File: config.mk
export PLATFORM = sky130hd
export DESIGN_NAME = text_line_formatter_unit_flat
export DESIGN_NICKNAME = d
export VERILOG_FILES = /design/src/rtl/core/tlf_pkg.sv /design/src/rtl/core/tlf_in_if.sv /design/src/rtl/core/tlf_out_if.sv /design/src/rtl/core/tlf_ctrl.sv /design/src/rtl/core/tlf_dp.sv /design/src/rtl/core/text_line_formatter_unit.sv /design/src/flat_wrapper.sv
export SDC_FILE = /design/constraint.sdc
export NUM_CORES = 1
export LEC_CHECK = 0
export BUFFER_PORTS_ARGS = -buffer_cell sky130_fd_sc_hd__buf_4
export CELL_PAD_IN_SITES_DETAIL_PLACEMENT = 1
export CELL_PAD_IN_SITES_GLOBAL_PLACEMENT = 1
export CORE_UTILIZATION = 50
export CTS_CLUSTER_SIZE = 8
export DETAILED_ROUTE_END_ITERATION = 6
export GPL_TIMING_DRIVEN = 0
export PLACE_DENSITY_LB_ADDON = 0.25
export SYNTH_ARGS = -nofsm -noshare
export SYNTH_HDL_FRONTEND = slang
export SYNTH_SLANG_ARGS = --single-unit
File: constraint.sdc
create_clock -name i_clk -period 11.75 [get_ports i_clk]
set_input_delay 1.175 -clock i_clk [delete_from_list [all_inputs] [get_ports i_clk]]
set_output_delay 1.175 -clock i_clk [all_outputs]
set_load 0.01 [all_outputs]
File: src/rtl/core/tlf_pkg.sv
// Package with the types, codes and constants of the text line formatter.
`timescale 1ns / 1ps

package tlf_pkg;

    localparam logic [7:0] CH_NL    = 8'd10;
    localparam logic [7:0] CH_TAB   = 8'd9;
    localparam logic [7:0] CH_SPACE = 8'd32;
    localparam logic [7:0] CH_ZERO  = 8'd48;
    localparam logic [7:0] COL_MAX  = 8'd255;
    localparam logic [7:0] MIN_WIDTH = 8'd32;
    localparam int         MAX_TAB  = 16;
    localparam int         PREFIX_COLS = 6;

    typedef enum logic [2:0] {
        CFG_SKIP_EMPTY   = 3'd0,
        CFG_TO_LOWER     = 3'd1,
        CFG_TO_UPPER     = 3'd2,
        CFG_NUMBER_LINES = 3'd3,
        CFG_EXPAND_TABS  = 3'd4,
        CFG_WRAP_ENABLE  = 3'd5,
        CFG_TAB_WIDTH    = 3'd6,
        CFG_LINE_WIDTH   = 3'd7
    } t_cfg_idx;

    typedef enum logic [2:0] {
        S_IDLE,
        S_START,
        S_PREFIX,
        S_BODY,
        S_DIV,
        S_TABCHK,
        S_SPACES
    } t_state;

    typedef enum logic [1:0] {
        SEL_PREFIX,
        SEL_NL,
        SEL_CHAR,
        SEL_SPACE
    } t_sel;

    typedef struct packed {
        logic load;
        logic push;
        t_sel sel;
        logic last;
        logic div_start;
        logic div_step;
        logic spc_load;
        logic brk;
    } t_dp_cmd;

    typedef struct packed {
        logic is_nl;
        logic is_tab;
        logic col_zero;
        logic skip_empty;
        logic number_lines;
        logic expand_tabs;
        logic wrap_char;
        logic wrap_tab;
        logic div_done;
        logic spc_last;
        logic pidx_last;
        logic slot_free;
    } t_dp_sts;

endpackage

File: src/rtl/core/tlf_in_if.sv
// Input character channel of the text line formatter.
`timescale 1ns / 1ps

interface tlf_in_if;
    logic       valid;
    logic       ready;
    logic [7:0] char_in;

    modport source (output valid, output char_in, input ready);
    modport sink   (input valid, input char_in, output ready);
    modport mon    (input valid, input char_in, input ready);
endinterface

File: src/rtl/core/tlf_out_if.sv
// Output character channel of the text line formatter.
`timescale 1ns / 1ps

interface tlf_out_if;
    logic       valid;
    logic       ready;
    logic [7:0] char_out;
    logic       last_of_run;

    modport source (output valid, output char_out, output last_of_run, input ready);
    modport sink   (input valid, input char_out, input last_of_run, output ready);
    modport mon    (input valid, input char_out, input last_of_run, input ready);
endinterface

File: src/rtl/core/tlf_ctrl.sv
// Sequencer that walks one input character through prefix, break, tab and emit steps.
`timescale 1ns / 1ps

module tlf_ctrl
    import tlf_pkg::*;
(
    input  logic    i_clk,
    input  logic    i_rst_n,
    input  logic    i_in_valid,
    output logic    o_in_ready,
    input  t_dp_sts i_sts,
    output t_dp_cmd o_cmd
);

    t_state r_state, n_state;
    logic   r_brk, n_brk;
    logic   r_may_break, n_may_break;

    always_ff @(posedge i_clk) begin
        if (!i_rst_n) begin
            r_state     <= S_IDLE;
            r_brk       <= 1'b0;
            r_may_break <= 1'b1;
        end else begin
            r_state     <= n_state;
            r_brk       <= n_brk;
            r_may_break <= n_may_break;
        end
    end

    always_comb begin
        n_state     = r_state;
        n_brk       = r_brk;
        n_may_break = r_may_break;
        unique case (r_state)
            S_IDLE: begin
                if (i_in_valid) begin
                    n_state     = S_START;
                    n_brk       = 1'b0;
                    n_may_break = 1'b1;
                end
            end
            S_START: begin
                if (i_sts.is_nl && i_sts.col_zero && i_sts.skip_empty) begin
                    n_state = S_IDLE;
                end else if (i_sts.col_zero && i_sts.number_lines) begin
                    n_state = S_PREFIX;
                end else begin
                    n_state = S_BODY;
                end
            end
            S_PREFIX: begin
                if (i_sts.slot_free && i_sts.pidx_last) begin
                    n_state = S_BODY;
                end
            end
            S_BODY: begin
                if (i_sts.is_nl) begin
                    if (i_sts.slot_free) begin
                        // A break newline is followed by the pending character.
                        if (r_brk) begin
                            n_state = S_START;
                            n_brk   = 1'b0;
                        end else begin
                            n_state = S_IDLE;
                        end
                    end
                end else if (i_sts.is_tab && i_sts.expand_tabs) begin
                    n_state = S_DIV;
                end else if (i_sts.wrap_char && r_may_break) begin
                    n_state     = S_START;
                    n_brk       = 1'b1;
                    n_may_break = 1'b0;
                end else if (i_sts.slot_free) begin
                    n_state = S_IDLE;
                end
            end
            S_DIV: begin
                if (i_sts.div_done) begin
                    n_state = S_TABCHK;
                end
            end
            S_TABCHK: begin
                if (i_sts.wrap_tab && r_may_break) begin
                    n_state     = S_START;
                    n_brk       = 1'b1;
                    n_may_break = 1'b0;
                end else begin
                    n_state = S_SPACES;
                end
            end
            S_SPACES: begin
                if (i_sts.slot_free && i_sts.spc_last) begin
                    n_state = S_IDLE;
                end
            end
            default: begin
                n_state = S_IDLE;
            end
        endcase
    end

    always_comb begin
        o_in_ready      = 1'b0;
        o_cmd           = '0;
        o_cmd.sel       = SEL_CHAR;
        o_cmd.brk       = r_brk;
        unique case (r_state)
            S_IDLE: begin
                o_in_ready = 1'b1;
                o_cmd.load = i_in_valid;
            end
            S_START: begin
            end
            S_PREFIX: begin
                o_cmd.push = i_sts.slot_free;
                o_cmd.sel  = SEL_PREFIX;
            end
            S_BODY: begin
                if (i_sts.is_nl) begin
                    o_cmd.push = i_sts.slot_free;
                    o_cmd.sel  = SEL_NL;
                    o_cmd.last = !r_brk;
                end else if (i_sts.is_tab && i_sts.expand_tabs) begin
                    o_cmd.div_start = 1'b1;
                end else if (!(i_sts.wrap_char && r_may_break)) begin
                    o_cmd.push = i_sts.slot_free;
                    o_cmd.sel  = SEL_CHAR;
                    o_cmd.last = 1'b1;
                end
            end
            S_DIV: begin
                o_cmd.div_step = 1'b1;
            end
            S_TABCHK: begin
                o_cmd.spc_load = !(i_sts.wrap_tab && r_may_break);
            end
            S_SPACES: begin
                o_cmd.push = i_sts.slot_free;
                o_cmd.sel  = SEL_SPACE;
                o_cmd.last = i_sts.spc_last;
            end
            default: begin
            end
        endcase
    end

endmodule

File: src/rtl/core/tlf_dp.sv
// Datapath: configuration, column and line counters, tab remainder unit and output register.
`timescale 1ns / 1ps

module tlf_dp
    import tlf_pkg::*;
(
    input  logic       i_clk,
    input  logic       i_rst_n,
    input  logic       i_cfg_we,
    input  t_cfg_idx   i_cfg_idx,
    input  logic [7:0] i_cfg_data,
    input  logic [7:0] i_char_in,
    input  t_dp_cmd    i_cmd,
    output t_dp_sts    o_sts,
    input  logic       i_out_ready,
    output logic       o_out_valid,
    output logic [7:0] o_char_out,
    output logic       o_last_of_run
);

    logic        r_skip_empty;
    logic        r_to_lower;
    logic        r_to_upper;
    logic        r_number_lines;
    logic        r_expand_tabs;
    logic        r_wrap_enable;
    logic [4:0]  r_tab_width;
    logic [7:0]  r_line_width;

    logic [7:0]  r_col;
    logic [19:0] r_bcd;
    logic [2:0]  r_pidx;
    logic [7:0]  r_ch;
    logic [4:0]  r_rem;
    logic [2:0]  r_bit;
    logic [4:0]  r_spc;
    logic        r_ov;
    logic [7:0]  r_oc;
    logic        r_ol;

    logic [4:0]  eff_tw;
    logic [7:0]  eff_w;
    logic [7:0]  cur_ch;
    logic [4:0]  k;
    logic [8:0]  sum_k;
    logic [4:0]  shifted;
    logic [4:0]  rem_next;
    logic        pidx_last;
    logic        slot_free;
    logic [7:0]  push_char;

    function automatic logic [7:0] fold_case(input logic [7:0] ch, input logic lower,
                                             input logic upper);
        logic [7:0] res;
        res = ch;
        if (lower && res >= 8'd65 && res <= 8'd90) begin
            res = res + 8'd32;
        end
        if (upper && res >= 8'd97 && res <= 8'd122) begin
            res = res - 8'd32;
        end
        return res;
    endfunction

    // Leading zero digits print as spaces; the ones digit always prints.
    function automatic logic [7:0] prefix_char(input logic [19:0] bcd, input logic [2:0] pidx);
        logic       seen;
        logic [3:0] dig;
        logic [3:0] cur;
        logic [2:0] target;
        logic [7:0] res;
        seen   = 1'b0;
        dig    = 4'd0;
        target = 3'd4 - pidx;
        for (int d = 4; d >= 0; d--) begin
            cur = bcd[d*4 +: 4];
            if (d >= int'(target) && cur != 4'd0) begin
                seen = 1'b1;
            end
            if (d == int'(target)) begin
                dig = cur;
            end
        end
        if (target == 3'd0) begin
            seen = 1'b1;
        end
        if (pidx == 3'(PREFIX_COLS - 1)) begin
            res = CH_SPACE;
        end else if (seen) begin
            res = CH_ZERO + ((dig > 4'd9) ? 8'd9 : {4'd0, dig});
        end else begin
            res = CH_SPACE;
        end
        return res;
    endfunction

    function automatic logic [19:0] bcd_inc(input logic [19:0] bcd);
        logic [19:0] res;
        logic [3:0]  cur;
        logic        carry;
        res   = '0;
        carry = 1'b1;
        for (int d = 0; d < 5; d++) begin
            cur = bcd[d*4 +: 4];
            if (carry) begin
                if (cur >= 4'd9) begin
                    cur = 4'd0;
                end else begin
                    cur   = cur + 4'd1;
                    carry = 1'b0;
                end
            end
            res[d*4 +: 4] = cur;
        end
        return res;
    endfunction

    always_comb begin
        if (r_tab_width == 5'd0) begin
            eff_tw = 5'd1;
        end else if (r_tab_width > 5'(MAX_TAB)) begin
            eff_tw = 5'(MAX_TAB);
        end else begin
            eff_tw = r_tab_width;
        end
    end

    // The 8-bit register cannot exceed the widest legal line, so only the floor applies.
    assign eff_w     = (r_line_width < MIN_WIDTH) ? MIN_WIDTH : r_line_width;
    assign cur_ch    = i_cmd.brk ? CH_NL : r_ch;
    assign k         = eff_tw - r_rem;
    assign sum_k     = {1'b0, r_col} + {4'd0, k};
    assign shifted   = {r_rem[3:0], r_col[r_bit]};
    assign rem_next  = (shifted >= eff_tw) ? (shifted - eff_tw) : shifted;
    assign pidx_last = (r_pidx == 3'(PREFIX_COLS - 1));
    assign slot_free = !r_ov || i_out_ready;

    always_comb begin
        unique case (i_cmd.sel)
            SEL_PREFIX: push_char = prefix_char(r_bcd, r_pidx);
            SEL_NL:     push_char = CH_NL;
            SEL_CHAR:   push_char = cur_ch;
            SEL_SPACE:  push_char = CH_SPACE;
            default:    push_char = cur_ch;
        endcase
    end

    always_comb begin
        o_sts.is_nl        = (cur_ch == CH_NL);
        o_sts.is_tab       = (cur_ch == CH_TAB);
        o_sts.col_zero     = (r_col == 8'd0);
        o_sts.skip_empty   = r_skip_empty;
        o_sts.number_lines = r_number_lines;
        o_sts.expand_tabs  = r_expand_tabs;
        o_sts.wrap_char    = r_wrap_enable && (r_col >= eff_w);
        o_sts.wrap_tab     = r_wrap_enable && (sum_k >= {1'b0, eff_w});
        o_sts.div_done     = (r_bit == 3'd0);
        o_sts.spc_last     = (r_spc == 5'd1);
        o_sts.pidx_last    = pidx_last;
        o_sts.slot_free    = slot_free;
    end

    always_ff @(posedge i_clk) begin
        if (!i_rst_n) begin
            r_skip_empty   <= 1'b0;
            r_to_lower     <= 1'b0;
            r_to_upper     <= 1'b0;
            r_number_lines <= 1'b0;
            r_expand_tabs  <= 1'b0;
            r_wrap_enable  <= 1'b0;
            r_tab_width    <= 5'd4;
            r_line_width   <= 8'd80;
            r_col          <= 8'd0;
            r_bcd          <= 20'd1;
            r_pidx         <= 3'd0;
            r_ov           <= 1'b0;
        end else begin
            if (i_cfg_we) begin
                unique case (i_cfg_idx)
                    CFG_SKIP_EMPTY:   r_skip_empty   <= i_cfg_data[0];
                    CFG_TO_LOWER:     r_to_lower     <= i_cfg_data[0];
                    CFG_TO_UPPER:     r_to_upper     <= i_cfg_data[0];
                    CFG_NUMBER_LINES: r_number_lines <= i_cfg_data[0];
                    CFG_EXPAND_TABS:  r_expand_tabs  <= i_cfg_data[0];
                    CFG_WRAP_ENABLE:  r_wrap_enable  <= i_cfg_data[0];
                    CFG_TAB_WIDTH:    r_tab_width    <= i_cfg_data[4:0];
                    CFG_LINE_WIDTH:   r_line_width   <= i_cfg_data;
                    default: begin
                    end
                endcase
            end

            if (i_cmd.push) begin
                r_ov <= 1'b1;
                unique case (i_cmd.sel)
                    SEL_PREFIX: begin
                        if (pidx_last) begin
                            r_pidx <= 3'd0;
                            r_col  <= 8'(PREFIX_COLS);
                            r_bcd  <= bcd_inc(r_bcd);
                        end else begin
                            r_pidx <= r_pidx + 3'd1;
                        end
                    end
                    SEL_NL: begin
                        r_col <= 8'd0;
                    end
                    SEL_CHAR, SEL_SPACE: begin
                        if (r_col != COL_MAX) begin
                            r_col <= r_col + 8'd1;
                        end
                    end
                    default: begin
                    end
                endcase
            end else if (i_out_ready) begin
                r_ov <= 1'b0;
            end
        end
    end

    always_ff @(posedge i_clk) begin
        if (i_cmd.load) begin
            r_ch <= (i_char_in == CH_NL) ? i_char_in
                                         : fold_case(i_char_in, r_to_lower, r_to_upper);
        end
        if (i_cmd.div_start) begin
            r_rem <= 5'd0;
            r_bit <= 3'd7;
        end else if (i_cmd.div_step) begin
            r_rem <= rem_next;
            r_bit <= r_bit - 3'd1;
        end
        if (i_cmd.spc_load) begin
            r_spc <= k;
        end else if (i_cmd.push && i_cmd.sel == SEL_SPACE) begin
            r_spc <= r_spc - 5'd1;
        end
        if (i_cmd.push) begin
            r_oc <= push_char;
            r_ol <= i_cmd.last;
        end
    end

    assign o_out_valid   = r_ov;
    assign o_char_out    = r_oc;
    assign o_last_of_run = r_ol;

endmodule

File: src/rtl/core/text_line_formatter_unit.sv
// Character stream formatter: case folding, empty-line drop, line numbers, tabs and wrapping.
// The block takes one character at a time and answers with a run of zero to 17 output
// characters, the last of which carries last_of_run. It works on one character at a time:
// an ordinary character or newline passes a start step and an emit step, a line-number
// prefix adds one emit step per prefix character, an expanded tab adds the bit-serial
// remainder of the column by the tab width, a check against the line width and one emit
// step per space, and an automatic line break runs the newline and the character through
// the sequencer again. The output register emits one character per cycle while the sink is
// ready, so a stalled output holds the sequencer at its current emit step. A new character
// is taken while the last output of the previous one still waits in the output register.
`timescale 1ns / 1ps

module text_line_formatter_unit
    import tlf_pkg::*;
(
    input  logic            i_clk,
    input  logic            i_rst_n,
    input  logic            i_cfg_we,
    input  logic [2:0]      i_cfg_idx,
    input  logic [7:0]      i_cfg_data,
    tlf_in_if.sink          i_in,
    tlf_out_if.source       o_out
);

    t_dp_cmd cmd;
    t_dp_sts sts;
    logic    in_ready;

    tlf_ctrl u_ctrl (
        .i_clk      (i_clk),
        .i_rst_n    (i_rst_n),
        .i_in_valid (i_in.valid),
        .o_in_ready (in_ready),
        .i_sts      (sts),
        .o_cmd      (cmd)
    );

    tlf_dp u_dp (
        .i_clk         (i_clk),
        .i_rst_n       (i_rst_n),
        .i_cfg_we      (i_cfg_we),
        .i_cfg_idx     (t_cfg_idx'(i_cfg_idx)),
        .i_cfg_data    (i_cfg_data),
        .i_char_in     (i_in.char_in),
        .i_cmd         (cmd),
        .o_sts         (sts),
        .i_out_ready   (o_out.ready),
        .o_out_valid   (o_out.valid),
        .o_char_out    (o_out.char_out),
        .o_last_of_run (o_out.last_of_run)
    );

    assign i_in.ready = in_ready;

endmodule

File: src/flat_wrapper.sv
// flat-port wrapper written by rule: the top's interface ports become plain ports
module text_line_formatter_unit_flat import tlf_pkg::*;
  (i_clk, i_rst_n, i_cfg_we, i_cfg_idx, i_cfg_data, i_in_valid, i_in_char_in, i_in_ready, o_out_valid, o_out_char_out, o_out_last_of_run, o_out_ready);
  tlf_in_if i_in_i ();
  tlf_out_if o_out_i ();
  input  logic i_clk;
  input  logic i_rst_n;
  input  logic i_cfg_we;
  input  logic [2:0] i_cfg_idx;
  input  logic [7:0] i_cfg_data;
  input wire logic [$bits(i_in_i.valid)-1:0] i_in_valid;
  input wire logic [$bits(i_in_i.char_in)-1:0] i_in_char_in;
  output wire logic [$bits(i_in_i.ready)-1:0] i_in_ready;
  output wire logic [$bits(o_out_i.valid)-1:0] o_out_valid;
  output wire logic [$bits(o_out_i.char_out)-1:0] o_out_char_out;
  output wire logic [$bits(o_out_i.last_of_run)-1:0] o_out_last_of_run;
  input wire logic [$bits(o_out_i.ready)-1:0] o_out_ready;
  assign i_in_i.valid = i_in_valid;
  assign i_in_i.char_in = i_in_char_in;
  assign i_in_ready = i_in_i.ready;
  assign o_out_valid = o_out_i.valid;
  assign o_out_char_out = o_out_i.char_out;
  assign o_out_last_of_run = o_out_i.last_of_run;
  assign o_out_i.ready = o_out_ready;
  text_line_formatter_unit u_core (.i_clk(i_clk), .i_rst_n(i_rst_n), .i_cfg_we(i_cfg_we), .i_cfg_idx(i_cfg_idx), .i_cfg_data(i_cfg_data), .i_in(i_in_i), .o_out(o_out_i));
endmodule
* Word-level counts from Yosys, hierarchy flattened
Cells that the tools add are included.
** Word-level totals
- Flip-flop bits (word level) :: 86
- Output and inout port bits :: 11
- Input port bits :: 24
- Logic and storage cells :: 264
** Cells by class
- Reductions and logical operators :: 59
- Muxes and demuxes :: 103
- $lt $le $gt $ge :: 21
- Equal/unequal tests :: 40
- $add $sub $neg :: 16
** Operators with widths (number)
- two-way mux 8 bit :: 8
- two-way mux 4 bit :: 15
- two-way mux 1 bit :: 53
- two-way mux 3 bit :: 11
- one-hot mux 8 bit (4 select lines) :: 1
- two-way mux 5 bit :: 5
- == test 3 bit, second input constant :: 8
- == test 8 x 4 -> 1 bit, second input constant :: 3
- one-hot mux 8 bit (3 select lines) :: 1
- one-hot mux 3 bit (7 select lines) :: 1
- adder 4 x 1 -> 4 bit, second input constant :: 5
- >= comparator 4 bit, second input constant :: 5
- logical AND 1 bit :: 20
- nonzero test 4 bit :: 5
- != test 2 bit, second input constant :: 9
- AND reduction 2 bit :: 9
- AND reduction 6 bit :: 3
- >= comparator 8 x 7 -> 1 bit, second input constant :: 2
- <= comparator 8 x 7 -> 1 bit, second input constant :: 2
- AND reduction 4 bit :: 4
- logical NOT 3 bit :: 5
- two-way mux 7 bit :: 2
- == test 3 x 2 -> 1 bit, second input constant :: 4
- subtractor 5 bit :: 2
- other kinds (43) :: 56

* Logic depth before layout (Yosys ltp)
- Depth after elaboration :: 29
- Mapped depth :: 23
- Gate-level depth less buffers :: 23

* By module
Synthesis repeated with hierarchy kept, for this count alone.
** Second synthesis, totals
- Cells, all modules :: 691
- Area total of the unflattened synthesis :: 5994.5 um2
** Modules (own cells, without submodules)
- tlf_dp :: instances 1, cells each 618, sequential area each 1841.8 um2, area an instance 5457.7 um2
- tlf_ctrl :: instances 1, cells each 73, sequential area each 100.1 um2, area an instance 536.8 um2

* Worst setup path before layout
Ideal clock, no wire load.
- Path type :: reg-to-reg
- Start :: register u_core.u_dp.r_tab_width[1]
- End :: register u_core.u_dp.r_spc[2] (data pin)
- Period minus slack after synthesis :: 4075 ps
- Library setup time :: 270 ps
- Required time :: 11480 ps
- Buffers on the path :: 0
- Setup slack :: 7675 ps
- Cell stages (with the launch flop) :: 24
- Data arrival time :: 3805 ps
- Path through :: dfxtp_1 nor3_1 nor2_1 nor2_1 inv_1 ha_1 inv_1 fa_1 a21o_1 a21oi_1 xnor2_1 ha_1 inv_1 o221ai_1 nand2_1 xnor2_1 ha_1 a21oi_1 o21ai_0 o21bai_1 a31oi_1 nand3_1 nor2_1 a21oi_1
** Between the ends
- Cells in the longest elaborated chain, start to end :: 11
- Elaborated cells between the ends (all ways) :: 12
- Those cells by class :: add/sub (2); order compare (2); mux (4); reduce/logical (4)
** RTL lines
- from (decl) :: RTL line tlf_dp.sv:27 : logic [4:0] r_tab_width;
- from (signal assigned) :: RTL line tlf_dp.sv:186 : CFG_TAB_WIDTH: r_tab_width <= i_cfg_data[4:0];
- greater-than comparator 5 bit :: RTL line tlf_dp.sv:121 : end else if (r_tab_width > 5'(MAX_TAB)) begin
- two-way mux 5 bit :: RTL line tlf_dp.sv:121
- two-way mux 5 bit * :: RTL line tlf_dp.sv:119 : if (r_tab_width == 5'd0) begin
- subtractor 5 bit * :: RTL line tlf_dp.sv:131 : assign k = eff_tw - r_rem;
- adder 8 x 5 -> 9 bit :: RTL line tlf_dp.sv:132 : assign sum_k = {1'b0, r_col} + {4'd0, k};
- >= comparator 9 x 8 -> 1 bit :: RTL line tlf_dp.sv:156 : o_sts.wrap_tab = r_wrap_enable && (sum_k >= {1'b0, eff_w});
- logical AND 1 bit :: RTL line tlf_dp.sv:156
- logical AND 1 bit :: RTL line tlf_ctrl.sv:136 : o_cmd.spc_load = !(i_sts.wrap_tab && r_may_break);
- logical NOT 1 bit :: RTL line tlf_ctrl.sv:136
- two-way mux 1 bit :: RTL line tlf_ctrl.sv:108 : unique case (r_state)
- two-way mux 5 bit * :: RTL line tlf_dp.sv:234 : if (i_cmd.spc_load) begin
- to (signal assigned) :: RTL line tlf_dp.sv:235 : r_spc <= k;
- to (signal assigned) :: RTL line tlf_dp.sv:237 : r_spc <= r_spc - 5'd1;
- to (decl) :: RTL line tlf_dp.sv:36 : logic [4:0] r_spc;
Mark *: on every way between the ends. The rest lies on a longest branch, timed or not.
A chain may end at the register's enable or synchronous reset.

* Worst setup path after layout
- Start :: register u_core.u_dp.r_tab_width[2]
- End :: register u_core.u_dp.r_spc[2] (data pin)
The elaborated chain is that of the path after synthesis.

==> out/summary.txt <==
First-pass GRT wire length = 28600 µm
Hold crit path type = reg -> reg
Critical path arrival = 5.40 ns
Clock power frac = 33.1%
Die Height = 111 µm
Fillcell total = 1403
Hold Crit Depth = 2
Final Routed Wirelength = 17300 µm
Fin crit period = 5.33 ns
H-tree levels = 3
Max-cap viol count = 0
DRT Pass-1 Iters = 7
Hold Startpoint = u_core.u_dp.r_line_width[7]$_SDFFE_PN0P_
Hold_ws = 0.493 ns
Remaining antenna violation count = 0
Worst reg2reg path depth = 23
FF+latch count, synth = 86
Origin of the critical flop-to-flop path = u_core.u_dp.r_tab_width[2]$_SDFFE_PN1P_
Worst skew pair latency = 0.35 ns
Hold-critical path endpoint = u_core.u_dp.r_line_width[7]$_SDFFE_PN0P_
Leakage = 2.83 nW
Via count = 5337
Setup TNS = 0 ns
Required time worst endpoint = 11.83 ns
Fin. Hold Viols = 0
DRT iter0 DRCs = 394
Yosys warns = 0
Inserted Clock Buffers = 9
Detailed-route DRC error count = 6
Initial antenna violation count = 0
Ant. Diodes = 0
Synth Flop Type = dfxtp_1
Syn Area/Cell = 8.49 µm²
Switch Pwr = 280 µW
Port Buffer Count = 31
# hold bufs at CTS = 0
# setup viols final = 0
P_int = 586 µW
Area Growth Syn to Fin = 11.8%
Switching Fraction = 32.3%
R2r setup slk = 6.42 ns
Worst slew pin tran = 0.832 ns
Crit path launch type = flip-flop
FF/Latch Area = 1940 µm²
Site Rows = 39
Slew Limit Fails = 0
GPL Wtd Cong = 0.883
Nets = 830
Clk sinks = 86
Unrepaired setup endpoints after global routing = no
Grt ovf = 0
Worst setup path class = reg -> reg
Worst-path clk slew = 0.07 ns
Share of layout cells above drive strength 1 = 9.91%
Root Driver = clkbuf_16
Vias in the first global route = 5696
Setup crit end kind = flip-flop
Crit share post-route = 45.3%
Async set-reset flop share out of synthesis = 0%
Area taken by multi-input logic gates = 3700 µm²
CP max stage delay = 0.51 ns
Cell area after synthesis = 5940 µm²
Die area = 12300 µm²
Max Fclk = 0.188 GHz
Clock Skews = 0.00921 ns
Max-slew headroom = 44.3%
Die X = 111 µm
Clk buf depth = 2
Core box area = 11500 µm²
Post-synth EDFFs = 22
Wire per inst = 19.5 µm
Synthesized instance count = 700
Io pins = 35
CTS tree = yes
Initial Utilization = 51.6%
Number of setup buffers added after CTS = 0
Failing checks = DRC
Run status = finished with violations
Yosys cell types = 79
Pin count of the biggest net entering global routing = 15
Slowest cell on the critical path = a31oi_1
Syn Nets = 788
Combinational group share of total power = 27.1%
Peak supply drop = 0.0749 mV
PwrDens = 130 nW/µm²
Post-CTS resize count = 0
Hpwl dp = 13400 µm
Max Fanout on Critical Path = 10
Sequential area share after synthesis = 32.7%
Reg power frac = 39.9%
Overall Global Routing Usage = 29.3%
Worst-path cell chain = nor3_1 > nor2_1 > nor2_1 > inv_1 > ha_1 > inv_1 > fa_1 > a21o_1 > a21oi_1 > xnor2_1 > ha_1 > inv_1 > o221ai_1 > nand2_1 > xnor2_1 > ha_1 > a21oi_1 > o21ai_0 > o21bai_1 > a31oi_1 > nand3_1 > nor2_1 > a21oi_1
Reg-to-reg endpoint = u_core.u_dp.r_spc[2]$_DFFE_PP_
Vias per inst = 6.00
[power by group through the flow]
| stage | clock network [mW] | registers [mW] | logic (mW) |
|---|---|---|---|
| 2_1_floorplan | 0 | 0.348 | 0.155 |
| 3_3_place_gp | 0 | 0.349 | 0.216 |
| 3_5_place_dp | 0 | 0.351 | 0.228 |
| 4_1_cts | 0.291 | 0.344 | 0.232 |
| 5_1_grt | 0.304 | 0.346 | 0.255 |
| 6_report | 0.286 | 0.345 | 0.234 |
[worst max path at each step]
stage                                            startpoint                             end  slack, ns  depth (start not counted)
floorplan           u_core.u_dp.r_tab_width[1]$_SDFFE_PN0P_  u_core.u_dp.r_spc[2]$_DFFE_PP_       7.68                         23
global placement    u_core.u_dp.r_tab_width[2]$_SDFFE_PN1P_  u_core.u_dp.r_spc[2]$_DFFE_PP_       6.93                         22
detailed placement  u_core.u_dp.r_tab_width[2]$_SDFFE_PN1P_  u_core.u_dp.r_spc[2]$_DFFE_PP_       6.54                         22
CTS                 u_core.u_dp.r_tab_width[2]$_SDFFE_PN1P_  u_core.u_dp.r_spc[2]$_DFFE_PP_       6.44                         23
global route        u_core.u_dp.r_tab_width[2]$_SDFFE_PN1P_  u_core.u_dp.r_spc[2]$_DFFE_PP_       6.15                         23
finish              u_core.u_dp.r_tab_width[2]$_SDFFE_PN1P_  u_core.u_dp.r_spc[2]$_DFFE_PP_       6.42                         23
[layout by cell type (no fill, tap or decap), types with 7 or more instances in the layout]
cell type  synthesis  routed
nor2_1            62      62
o22ai_1            9       9
clkbuf_1          17      18
edfxtp_1          22      22
ha_1              61      61
a21o_1            16      16
buf_4              0      31
a21oi_1           51      51
nand2_1           85      85
dfxtp_1           64      64
clkbuf_16          0       9
o21ai_0           34      34
xnor2_1           12      12
mux2i_1           18      18
nand3_1           17      17
nor2b_1            8       8
nand2b_1          15      15
inv_1             50      50
xor2_1             7       7
nor3_1            21      21
and2_1            11      11
[Yosys cell counts (all sizes together), types with 3 or more instances]
cell	instances	area share [%]
a211oi	3	0.38
a21boi	3	0.38
a21o	16	2.0
a21oi	51	4.3
a22oi	4	0.51
a311oi	3	0.44
a31oi	5	0.78
a32o	3	0.51
a41oi	3	0.44
and2	11	1.2
and3	6	0.63
buf	7	0.78
clkbuf	17	1.1
dfxtp	64	22
edfxtp	22	11
fa	3	1.0
ha	61	13
inv	50	3.2
mux2i	18	3.0
nand2	85	5.4
nand2b	15	1.6
nand3	17	1.4
nand4	6	0.63
nand4b	6	0.88
nor2	63	4.0
nor2b	8	0.84
nor3	23	2.1
nor3b	6	0.84
nor4b	3	0.69
o211ai	5	0.63
o21a	5	0.63
o21ai	37	3.3
o22ai	9	0.95
or3	5	0.61
xnor2	13	2.0
xor2	7	1.0
[state kept, by name, indices dropped and copies added, names as in the netlist, 3 cells and up]
signal and count:
u_core.u_dp.r_rem 5, u_core.u_dp.o_char_out 8, u_core.u_dp.r_bit 3, u_core.u_dp.r_bcd 20, u_core.u_dp.r_spc 5, u_core.u_dp.r_ch 8, u_core.u_dp.r_col 8, u_core.u_dp.r_pidx 3
u_core.u_dp.r_line_width 8, u_core.u_dp.r_tab_width 5, u_core.u_ctrl.r_state 3
[area by class of cell]
cell class              count  area share, %
flip-flops and latches     86           29.2
clock buffers              10           3.45
well taps                 143           2.69
repair buffers             31           3.50
plain buffers              24           1.66
clock inverters             6          0.941
inverters                  51           2.88
multi-input cells         539           55.7
[per-stage QoR]
stage / utilization [%] / std cells / area, µm² / setup slack, ns / power, mW
3_3_place_gp: 55.2 / 874 / 6350 / 6.93 / 0.565
3_5_place_dp: 55.2 / 874 / 6350 / 6.54 / 0.579
6_report: 57.7 / 890 / 6650 / 6.42 / 0.865
4_1_cts: 57.7 / 890 / 6650 / 6.44 / 0.867
2_1_floorplan: - / 700 / 5940 / 7.68 / 0.504
5_1_grt: 57.7 / 890 / 6650 / 6.15 / 0.905
[cells by family (layout without fill, tap and decap cells)]
| group | after synthesis | after routing | share of synthesized area [%] |
|---|---|---|---|
| adders and majority gates | 64 | 64 | 13.9 |
| AOI/OAI and AO/OA | 168 | 168 | 18.6 |
| muxes | 22 | 22 | 4.17 |
| DFF | 86 | 86 | 32.7 |
| xor gates and xnor gates | 20 | 20 | 3.07 |
| and+or+nand+nor | 265 | 265 | 22.6 |
| buffers and inverters | 75 | 122 | 5.07 |
[critical path: cells and delay by family, from the launching register on]
family,cells,cell delay [ns]
AOI/OAI and AO/OA,8,1.77
adders and majority gates,4,1.27
and+or+nand+nor,6,1.06
DFF,1,0.39
xor gates and xnor gates,2,0.33
buffers and inverters,3,0.21
[metal layers]
layer | share of wire, % | GRT usage (%)
met5 | 0 | 0
met4 | 1.6 | 9.01
met3 | 4.7 | 4.81
met2 | 48 | 50.6
met1 | 45 | 37.4
No activity file was read; power rests on OpenSTA's default activity.
